### src/hw/rtl/sfr_pkg.sv
// shared types and constants for the stream find-and-replace block
// no dependencies
`default_nettype none

package sfr_pkg;

   localparam int BYTE_W      = 8;
   localparam int LEN_W       = 4;
   localparam int BURST_BYTES = 8;
   localparam int BURST_W     = BURST_BYTES * BYTE_W;
   localparam int CSR_IDX_W   = 4;
   localparam int CSR_DATA_W  = 64;

   localparam logic [CSR_IDX_W-1:0] REG_PATTERN_BYTES     = CSR_IDX_W'(0);
   localparam logic [CSR_IDX_W-1:0] REG_PATTERN_LEN       = CSR_IDX_W'(1);
   localparam logic [CSR_IDX_W-1:0] REG_REPLACEMENT_BYTES = CSR_IDX_W'(2);
   localparam logic [CSR_IDX_W-1:0] REG_REPLACEMENT_LEN   = CSR_IDX_W'(3);

   localparam logic [LEN_W-1:0] MAX_REPL = LEN_W'(BURST_BYTES);

   typedef struct packed {
      logic en;
      logic write_here;
      logic shift;
      logic active;
   } cell_ctrl_type;

   typedef struct packed {
      logic             en;
      logic             shift;
      logic [LEN_W-1:0] slot;
      logic [LEN_W-1:0] plen;
   } win_ctrl_type;

   typedef struct packed {
      logic               load;
      logic [BURST_W-1:0] data;
      logic [LEN_W-1:0]   count;
      logic               last;
      logic               bare;
   } burst_load_type;

endpackage

`default_nettype wire

### src/hw/rtl/sfr_cell.sv
// one window cell: holds a pending byte, compares it against its pattern byte
// depends on sfr_pkg
`default_nettype none

module sfr_cell (
   input  logic                       clock,
   input  sfr_pkg::cell_ctrl_type     ctrl,
   input  logic [sfr_pkg::BYTE_W-1:0] in_byte,
   input  logic [sfr_pkg::BYTE_W-1:0] pattern_byte,
   input  logic [sfr_pkg::BYTE_W-1:0] right_byte,
   input  logic                       match_in,
   output logic [sfr_pkg::BYTE_W-1:0] merged_byte,
   output logic                       match_out
);
   import sfr_pkg::*;

   logic [BYTE_W-1:0] byte_ff;
   logic [BYTE_W-1:0] byte_in;

   assign merged_byte = ctrl.write_here ? in_byte : byte_ff;
   assign match_out   = match_in & (!ctrl.active | (merged_byte == pattern_byte));
   assign byte_in     = ctrl.shift ? right_byte : merged_byte;

   always_ff @(posedge clock) begin
      if (ctrl.en) begin
         byte_ff <= byte_in;
      end
   end

endmodule

`default_nettype wire

### src/hw/rtl/sfr_window.sv
// pending-byte window built as a row of cells with a chained match
// depends on sfr_pkg and sfr_cell
`default_nettype none

module sfr_window #(
   parameter int MAX_PATTERN = 8
) (
   input  logic                                   clock,
   input  sfr_pkg::win_ctrl_type                  ctrl,
   input  logic [sfr_pkg::BYTE_W-1:0]             in_byte,
   input  logic [MAX_PATTERN*sfr_pkg::BYTE_W-1:0] pattern_bytes,
   output logic [MAX_PATTERN*sfr_pkg::BYTE_W-1:0] merged_bytes,
   output logic                                   match
);
   import sfr_pkg::*;

   logic [BYTE_W-1:0] merged_a [MAX_PATTERN];
   logic [BYTE_W-1:0] right_a  [MAX_PATTERN];
   logic              chain_a  [MAX_PATTERN+1];

   assign chain_a[0] = 1'b1;
   assign match      = chain_a[MAX_PATTERN];

   for (genvar i = 0; i < MAX_PATTERN; i++) begin : g_cell
      cell_ctrl_type cc;

      assign cc.en         = ctrl.en;
      assign cc.write_here = (ctrl.slot == LEN_W'(i));
      assign cc.shift      = ctrl.shift;
      assign cc.active     = (LEN_W'(i) < ctrl.plen);

      if (i == MAX_PATTERN - 1) begin : g_end
         assign right_a[i] = '0;
      end else begin : g_mid
         assign right_a[i] = merged_a[i+1];
      end

      assign merged_bytes[i*BYTE_W +: BYTE_W] = merged_a[i];

      sfr_cell u_cell (
         .clock        (clock),
         .ctrl         (cc),
         .in_byte      (in_byte),
         .pattern_byte (pattern_bytes[i*BYTE_W +: BYTE_W]),
         .right_byte   (right_a[i]),
         .match_in     (chain_a[i]),
         .merged_byte  (merged_a[i]),
         .match_out    (chain_a[i+1])
      );
   end

endmodule

`default_nettype wire

### src/hw/rtl/sfr_burst.sv
// output shift register that hands out the results of one input beat
// depends on sfr_pkg
`default_nettype none

module sfr_burst (
   input  logic                       clock,
   input  logic                       reset,
   input  sfr_pkg::burst_load_type    load,
   output logic                       can_load,
   output logic                       rsp_tvalid,
   input  logic                       rsp_tready,
   output logic [sfr_pkg::BYTE_W-1:0] rsp_tdata,
   output logic                       rsp_tuser,
   output logic                       rsp_tlast
);
   import sfr_pkg::*;

   logic [BURST_W-1:0] data_ff;
   logic [LEN_W-1:0]   rem_ff;
   logic               last_ff;
   logic               bare_ff;

   assign rsp_tvalid = (rem_ff != '0);
   assign can_load   = (rem_ff == '0) || ((rem_ff == LEN_W'(1)) && rsp_tready);
   assign rsp_tdata  = data_ff[BYTE_W-1:0];
   assign rsp_tuser  = !bare_ff;
   assign rsp_tlast  = last_ff && (rem_ff == LEN_W'(1));

   always_ff @(posedge clock) begin
      if (reset) begin
         rem_ff <= '0;
      end else if (load.load) begin
         data_ff <= load.bare ? '0 : load.data;
         rem_ff  <= load.bare ? LEN_W'(1) : load.count;
         last_ff <= load.last;
         bare_ff <= load.bare;
      end else if (rsp_tvalid && rsp_tready) begin
         data_ff <= data_ff >> BYTE_W;
         rem_ff  <= rem_ff - LEN_W'(1);
      end
   end

endmodule

`default_nettype wire

### src/hw/rtl/stream_find_replace_top.sv
// stream find-and-replace: first result of a beat shows in the cycle after it is taken
// one input beat per cycle while each beat yields at most one result and the output is
// not stalled; a beat that yields more results holds req_tready low as the output drains
// sync reset clears config to zero, empties the window and the output register
// depends on sfr_pkg, sfr_window, sfr_burst
`default_nettype none

module stream_find_replace_top #(
   parameter int MAX_PATTERN = 8
) (
   input  logic                           clock,
   input  logic                           reset,
   input  logic                           req_tvalid,
   output logic                           req_tready,
   input  logic [sfr_pkg::BYTE_W-1:0]     req_tdata,   // in_byte
   input  logic                           req_tlast,
   output logic                           rsp_tvalid,
   input  logic                           rsp_tready,
   output logic [sfr_pkg::BYTE_W-1:0]     rsp_tdata,   // out_byte
   output logic                           rsp_tuser,   // byte_valid
   output logic                           rsp_tlast,
   input  logic                           csr_valid,
   output logic                           csr_ready,
   input  logic [sfr_pkg::CSR_IDX_W-1:0]  csr_index,
   input  logic [sfr_pkg::CSR_DATA_W-1:0] csr_data
);
   import sfr_pkg::*;

   localparam int                WIN_W   = MAX_PATTERN * BYTE_W;
   localparam logic [LEN_W-1:0]  MAX_LEN = LEN_W'(MAX_PATTERN);

   logic [CSR_DATA_W-1:0] pattern_ff;
   logic [LEN_W-1:0]      plen_cfg_ff;
   logic [CSR_DATA_W-1:0] repl_ff;
   logic [LEN_W-1:0]      rlen_cfg_ff;
   logic [LEN_W-1:0]      fill_ff;
   logic [LEN_W-1:0]      fill_in;

   logic [LEN_W-1:0] plen;
   logic [LEN_W-1:0] rlen;
   logic [LEN_W-1:0] fill_eff;
   logic [LEN_W-1:0] fill_up;
   logic             full;
   logic             accept;
   logic             match;
   logic [WIN_W-1:0] merged;

   win_ctrl_type   win_ctrl;
   burst_load_type burst;

   assign csr_ready = 1'b1;
   assign accept    = req_tvalid && req_tready;

   assign plen     = (plen_cfg_ff > MAX_LEN) ? MAX_LEN : plen_cfg_ff;
   assign rlen     = (rlen_cfg_ff > MAX_REPL) ? MAX_REPL : rlen_cfg_ff;
   assign fill_eff = (fill_ff >= plen) ? '0 : fill_ff;
   assign fill_up  = fill_eff + LEN_W'(1);
   assign full     = (plen != '0) && (fill_up == plen);

   assign win_ctrl.en    = accept && (plen != '0);
   assign win_ctrl.shift = full && !match;
   assign win_ctrl.slot  = fill_eff;
   assign win_ctrl.plen  = plen;

   sfr_window #(
      .MAX_PATTERN (MAX_PATTERN)
   ) u_window (
      .clock         (clock),
      .ctrl          (win_ctrl),
      .in_byte       (req_tdata),
      .pattern_bytes (pattern_ff[WIN_W-1:0]),
      .merged_bytes  (merged),
      .match         (match)
   );

   always_comb begin
      burst.load  = accept;
      burst.last  = req_tlast;
      burst.data  = BURST_W'(merged);
      burst.count = '0;
      fill_in     = fill_up;
      priority if (plen == '0) begin
         burst.data  = BURST_W'(req_tdata);
         burst.count = LEN_W'(1);
         fill_in     = '0;
      end else if (full && match) begin
         burst.data  = repl_ff;
         burst.count = rlen;
         fill_in     = '0;
      end else if (full) begin
         burst.count = req_tlast ? plen : LEN_W'(1);
         fill_in     = plen - LEN_W'(1);
      end else begin
         burst.count = req_tlast ? fill_up : '0;
      end
      if (req_tlast) begin
         fill_in = '0;
      end
      burst.bare = req_tlast && (burst.count == '0);
   end

   always_ff @(posedge clock) begin
      if (reset) begin
         pattern_ff  <= '0;
         plen_cfg_ff <= '0;
         repl_ff     <= '0;
         rlen_cfg_ff <= '0;
         fill_ff     <= '0;
      end else if (csr_valid && csr_ready) begin
         unique case (csr_index)
            REG_PATTERN_BYTES: begin
               pattern_ff <= csr_data;
               fill_ff    <= '0;
            end
            REG_PATTERN_LEN: begin
               plen_cfg_ff <= csr_data[LEN_W-1:0];
               fill_ff     <= '0;
            end
            REG_REPLACEMENT_BYTES: begin
               repl_ff <= csr_data;
               fill_ff <= '0;
            end
            REG_REPLACEMENT_LEN: begin
               rlen_cfg_ff <= csr_data[LEN_W-1:0];
               fill_ff     <= '0;
            end
            default: begin
            end
         endcase
      end else if (accept) begin
         fill_ff <= fill_in;
      end
   end

   sfr_burst u_burst (
      .clock      (clock),
      .reset      (reset),
      .load       (burst),
      .can_load   (req_tready),
      .rsp_tvalid (rsp_tvalid),
      .rsp_tready (rsp_tready),
      .rsp_tdata  (rsp_tdata),
      .rsp_tuser  (rsp_tuser),
      .rsp_tlast  (rsp_tlast)
   );

endmodule

`default_nettype wire

### config.mk
export PLATFORM = sky130hd
export DESIGN_NAME = stream_find_replace_top
export DESIGN_NICKNAME = d
export VERILOG_FILES = /design/src/hw/rtl/sfr_pkg.sv /design/src/hw/rtl/sfr_cell.sv /design/src/hw/rtl/sfr_window.sv /design/src/hw/rtl/sfr_burst.sv /design/src/hw/rtl/stream_find_replace_top.sv
export SDC_FILE = /design/constraint.sdc
export NUM_CORES = 1
export LEC_CHECK = 0
export BUFFER_PORTS_ARGS = -buffer_cell sky130_fd_sc_hd__buf_4
export CAP_MARGIN = 20
export CELL_PAD_IN_SITES_DETAIL_PLACEMENT = 0
export CELL_PAD_IN_SITES_GLOBAL_PLACEMENT = 1
export CORE_MARGIN = 2
export CORE_UTILIZATION = 47
export CTS_BUF_LIST = sky130_fd_sc_hd__clkbuf_4
export DETAILED_ROUTE_END_ITERATION = 10
export PLACE_DENSITY = 0.89
export SETUP_SLACK_MARGIN = 0.3
export SYNTH_ARGS = -nofsm -noshare
export SYNTH_HDL_FRONTEND = slang
export SYNTH_SLANG_ARGS = --single-unit
### constraint.sdc
create_clock -name clock -period 15.1 [get_ports clock]
set_input_delay 2.265 -clock clock [delete_from_list [all_inputs] [get_ports clock]]
set_output_delay 2.265 -clock clock [all_outputs]
set_load 0.02 [all_outputs]
==> impl_metrics.yaml <==
status:
  status: "finished clean"
clocking:
  clk_pin_slew_worst_paths_ns: 0.08
  cts_sinks: 274
  post_cts_buffers: 0
  clockBufferDepth: 3
  root_buffer: "clkbuf_4"
  hold_buffers: 0
  ctsResizeCount: 0
  cts_buffers: 75
  cts_tree: "yes"
  htree_levels: 3
  insertion_delay_ns: 0.72
logic_synthesis:
  synth_ff_type: "dfxtp_1"
  synth_compound_area_share_pct: 16.1
  synth_adder_area_share_pct: 1.14
  syn_nets: 1677
  syn_area_um2: 14300
  synth-edff-count: 130
  yosysTopAreaCell: "edfxtp_1"
  yosys.area_share.simple_pct: 19.3
  synthArstFlopShare_pct: 0
  yosysWarnings: 0
  synth_top_family_by_area: "simple AND/OR/NAND/NOR gates"
  muxShareOfSynthArea_pct: 6.99
  synth_area_leaders: "edfxtp_1, dfxtp_1, nand2_1"
  avgSynthCellArea_um2: 9.02
  ys_seq_area_share_pct: 47.6
  yosysUniqueCellTypes: 65
  yosys.area.top_type_share_pct: 27.4
  synthCells: 1582
  synth_xor_area_share_pct: 4.48
  yosysMostFrequentCell: "nand2_1"
  synth-seq-cells: 274
  synth_commonest_cells: "nand2_1, a21oi_1, dfxtp_1, edfxtp_1, nor2_1"
worst_setup_path:
  endpoint_kind: "flip-flop"
  reg2reg_slack_ns: 8.18
  critPathArrivalTime_ns: 7.33
  cp_max_fo: 56
  required_ns: 15.51
  critPathLaunchType: "flip-flop"
  path_class: "flip-flop to flip-flop"
detailed_routing:
  drt-initial-drc-count: 1070
  wl_met1_um: 17900
  wl_met2_um: 18700
  dr.pass1.iters: 5
  wl_met3_um: 2750
  drcViolationCount: 0
  top_layer_used: "met4"
  wirelength_um: 40600
  post_drt_wl_per_cell_um: 19.3
  ant_nets: 0
  via_per_inst: 5.76
  vias: 12100
floorplan:
  rows: 63
  dieArea_um2: 31800
  die_h_um: 178
  initial_core_util_pct: 47.9
  core_area_um2: 29800
  ioPinCount: 95
  die_w_um: 178
place:
  place_inst: 1966
  hpwl_um: 26800
  place_ws_ns: 8.27
  numPortBuffers: 93
  place_congestion: 0.924
global_route:
  grt_max_degree: 97
  grt_pass1_vias: 11500
  grt_antenna_before_repair: 1
  grt_pass1_wl_um: 63900
  track_usage_pct: 25.8
  overflow: 0
sta:
  setup-violations-final: 0
  maxSlewViolCount: 0
  tightest_slew_ns: 1.05
  hold_violations: 0
  layout_min_cycle_time_ns: 6.92
  max_freq_mhz: 144
  clock_skew_ns: 0.0472
  hold_ws_ns: 0.456
  fin_crit_sh_pct: 45.8
  setup_tns_ns: 0
  rsz0062_at_grt: "no"
  final.setup.worst_slack_ns: 8.18
  relSlewSlack_pct: 29.3
finish:
  layout.cells.non_filler: 2106
  area_delta_synth_final_pct: 13.3
  nets: 1748
  fin_util_pct: 54.3
  fillerInstances: 2795
  layout-drive-gt1-share_pct: 16.0
flow_run:
  cap_viol_max_count: 0
power_and_ir_drop:
  ir_drop_v: 0.0000603
  cellPowerDensity_nw_per_um2: 118
  p_leak_nw: 6.14
min_path:
  min_path_type: "flip-flop to flip-flop"
layout make-up:
type	instances	area, um^2	area share, %
clock buffers	121	908	5.62
flip-flops and latches	274	6790	42.0
clock inverters	18	116	0.720
well taps	390	488	3.02
repair buffers	114	856	5.29
multi-input cells	1156	6890	42.6
inverters	32	120	0.743
diodes	1	2.50	0.0155
layer usage:
layer | global-route usage [%] | up-vias
met3 | 4.43 | 90
met4 | 9.96 | 0
li1 | - | 5774
met1 | 35.2 | 5804
met5 | 0 | -
met2 | 41.0 | 454
worst paths after layout:
check / from / end / cells after the start
setup / recovery: plen_cfg_ff[3] / u_burst.data_ff[17] / 20
hold / removal: repl_ff[30] / repl_ff[30] / 2
setup reg to reg: plen_cfg_ff[3] / u_burst.data_ff[17] / 20
hold reg to reg: repl_ff[30] / repl_ff[30] / 2
layout by cell type (no fill, tap or decap), types with 24 or more instances in the layout:
cell type and n:
nand2_1 350, edfxtp_1 130, nor2_1 117, clkbuf_4 121, xnor2_1 38, buf_4 114
a21oi_1 157, nand3_1 24, mux2i_1 85, dfxtp_1 144, xor2_1 35, o31ai_1 42
and2_1 46, inv_1 30
flip-flops by register name, indices dropped and copies added, names as in the netlist:
name	flops
pattern_ff	64
repl_ff	64
u_burst.data_ff	64
u_window.g_cell.u_cell.byte_ff	64
fill_ff	4
plen_cfg_ff	4
rlen_cfg_ff	4
u_burst.rem_ff	4
u_burst.bare_ff	1
u_burst.last_ff	1
logic make-up after synthesis:
family                     count (synthesis)
other                                      1
buffers and inverters                    152
adders and majority gates                 13
AOI/OAI and AO/OA                        343
muxes                                     98
DFF                                      274
and+or+nand+nor                          628
xor gates and xnor gates                  73
critical path, cell delays in order, from the launching register on:
cell and delay (ns):
dfxtp_1 0.44, inv_1 0.14, nand2_1 0.15, inv_1 0.09, ha_1 0.32, nor3b_4 0.19, buf_4 0.36, o21a_1 0.24
nand2_1 0.11, inv_1 0.11, ha_1 0.55, nor2b_1 0.11, a311oi_1 0.82, xnor2_1 0.13, nor4_1 0.53, nand4_1 0.29
o41a_1 0.55, or4_4 0.59, o211ai_4 0.10, buf_4 0.53, o31ai_1 0.19
report_power, final:
part / switching (mW) / leakage (nW) / internal, mW
registers: 0.0318 / 2.37 / 0.870
clock network: 0.327 / 0.605 / 0.383
logic: 0.190 / 3.17 / 0.104
total: 0.549 / 6.14 / 1.36
stage by stage:
stage / area [um^2] / total power, mW
6_report: 16200 / 1.90
2_1_floorplan: 14300 / 1.10
3_3_place_gp: 15100 / 1.20
4_1_cts: 16200 / 1.92
5_1_grt: 16200 / 1.99
3_5_place_dp: 15100 / 1.21
(Power assumes the default switching activity.)
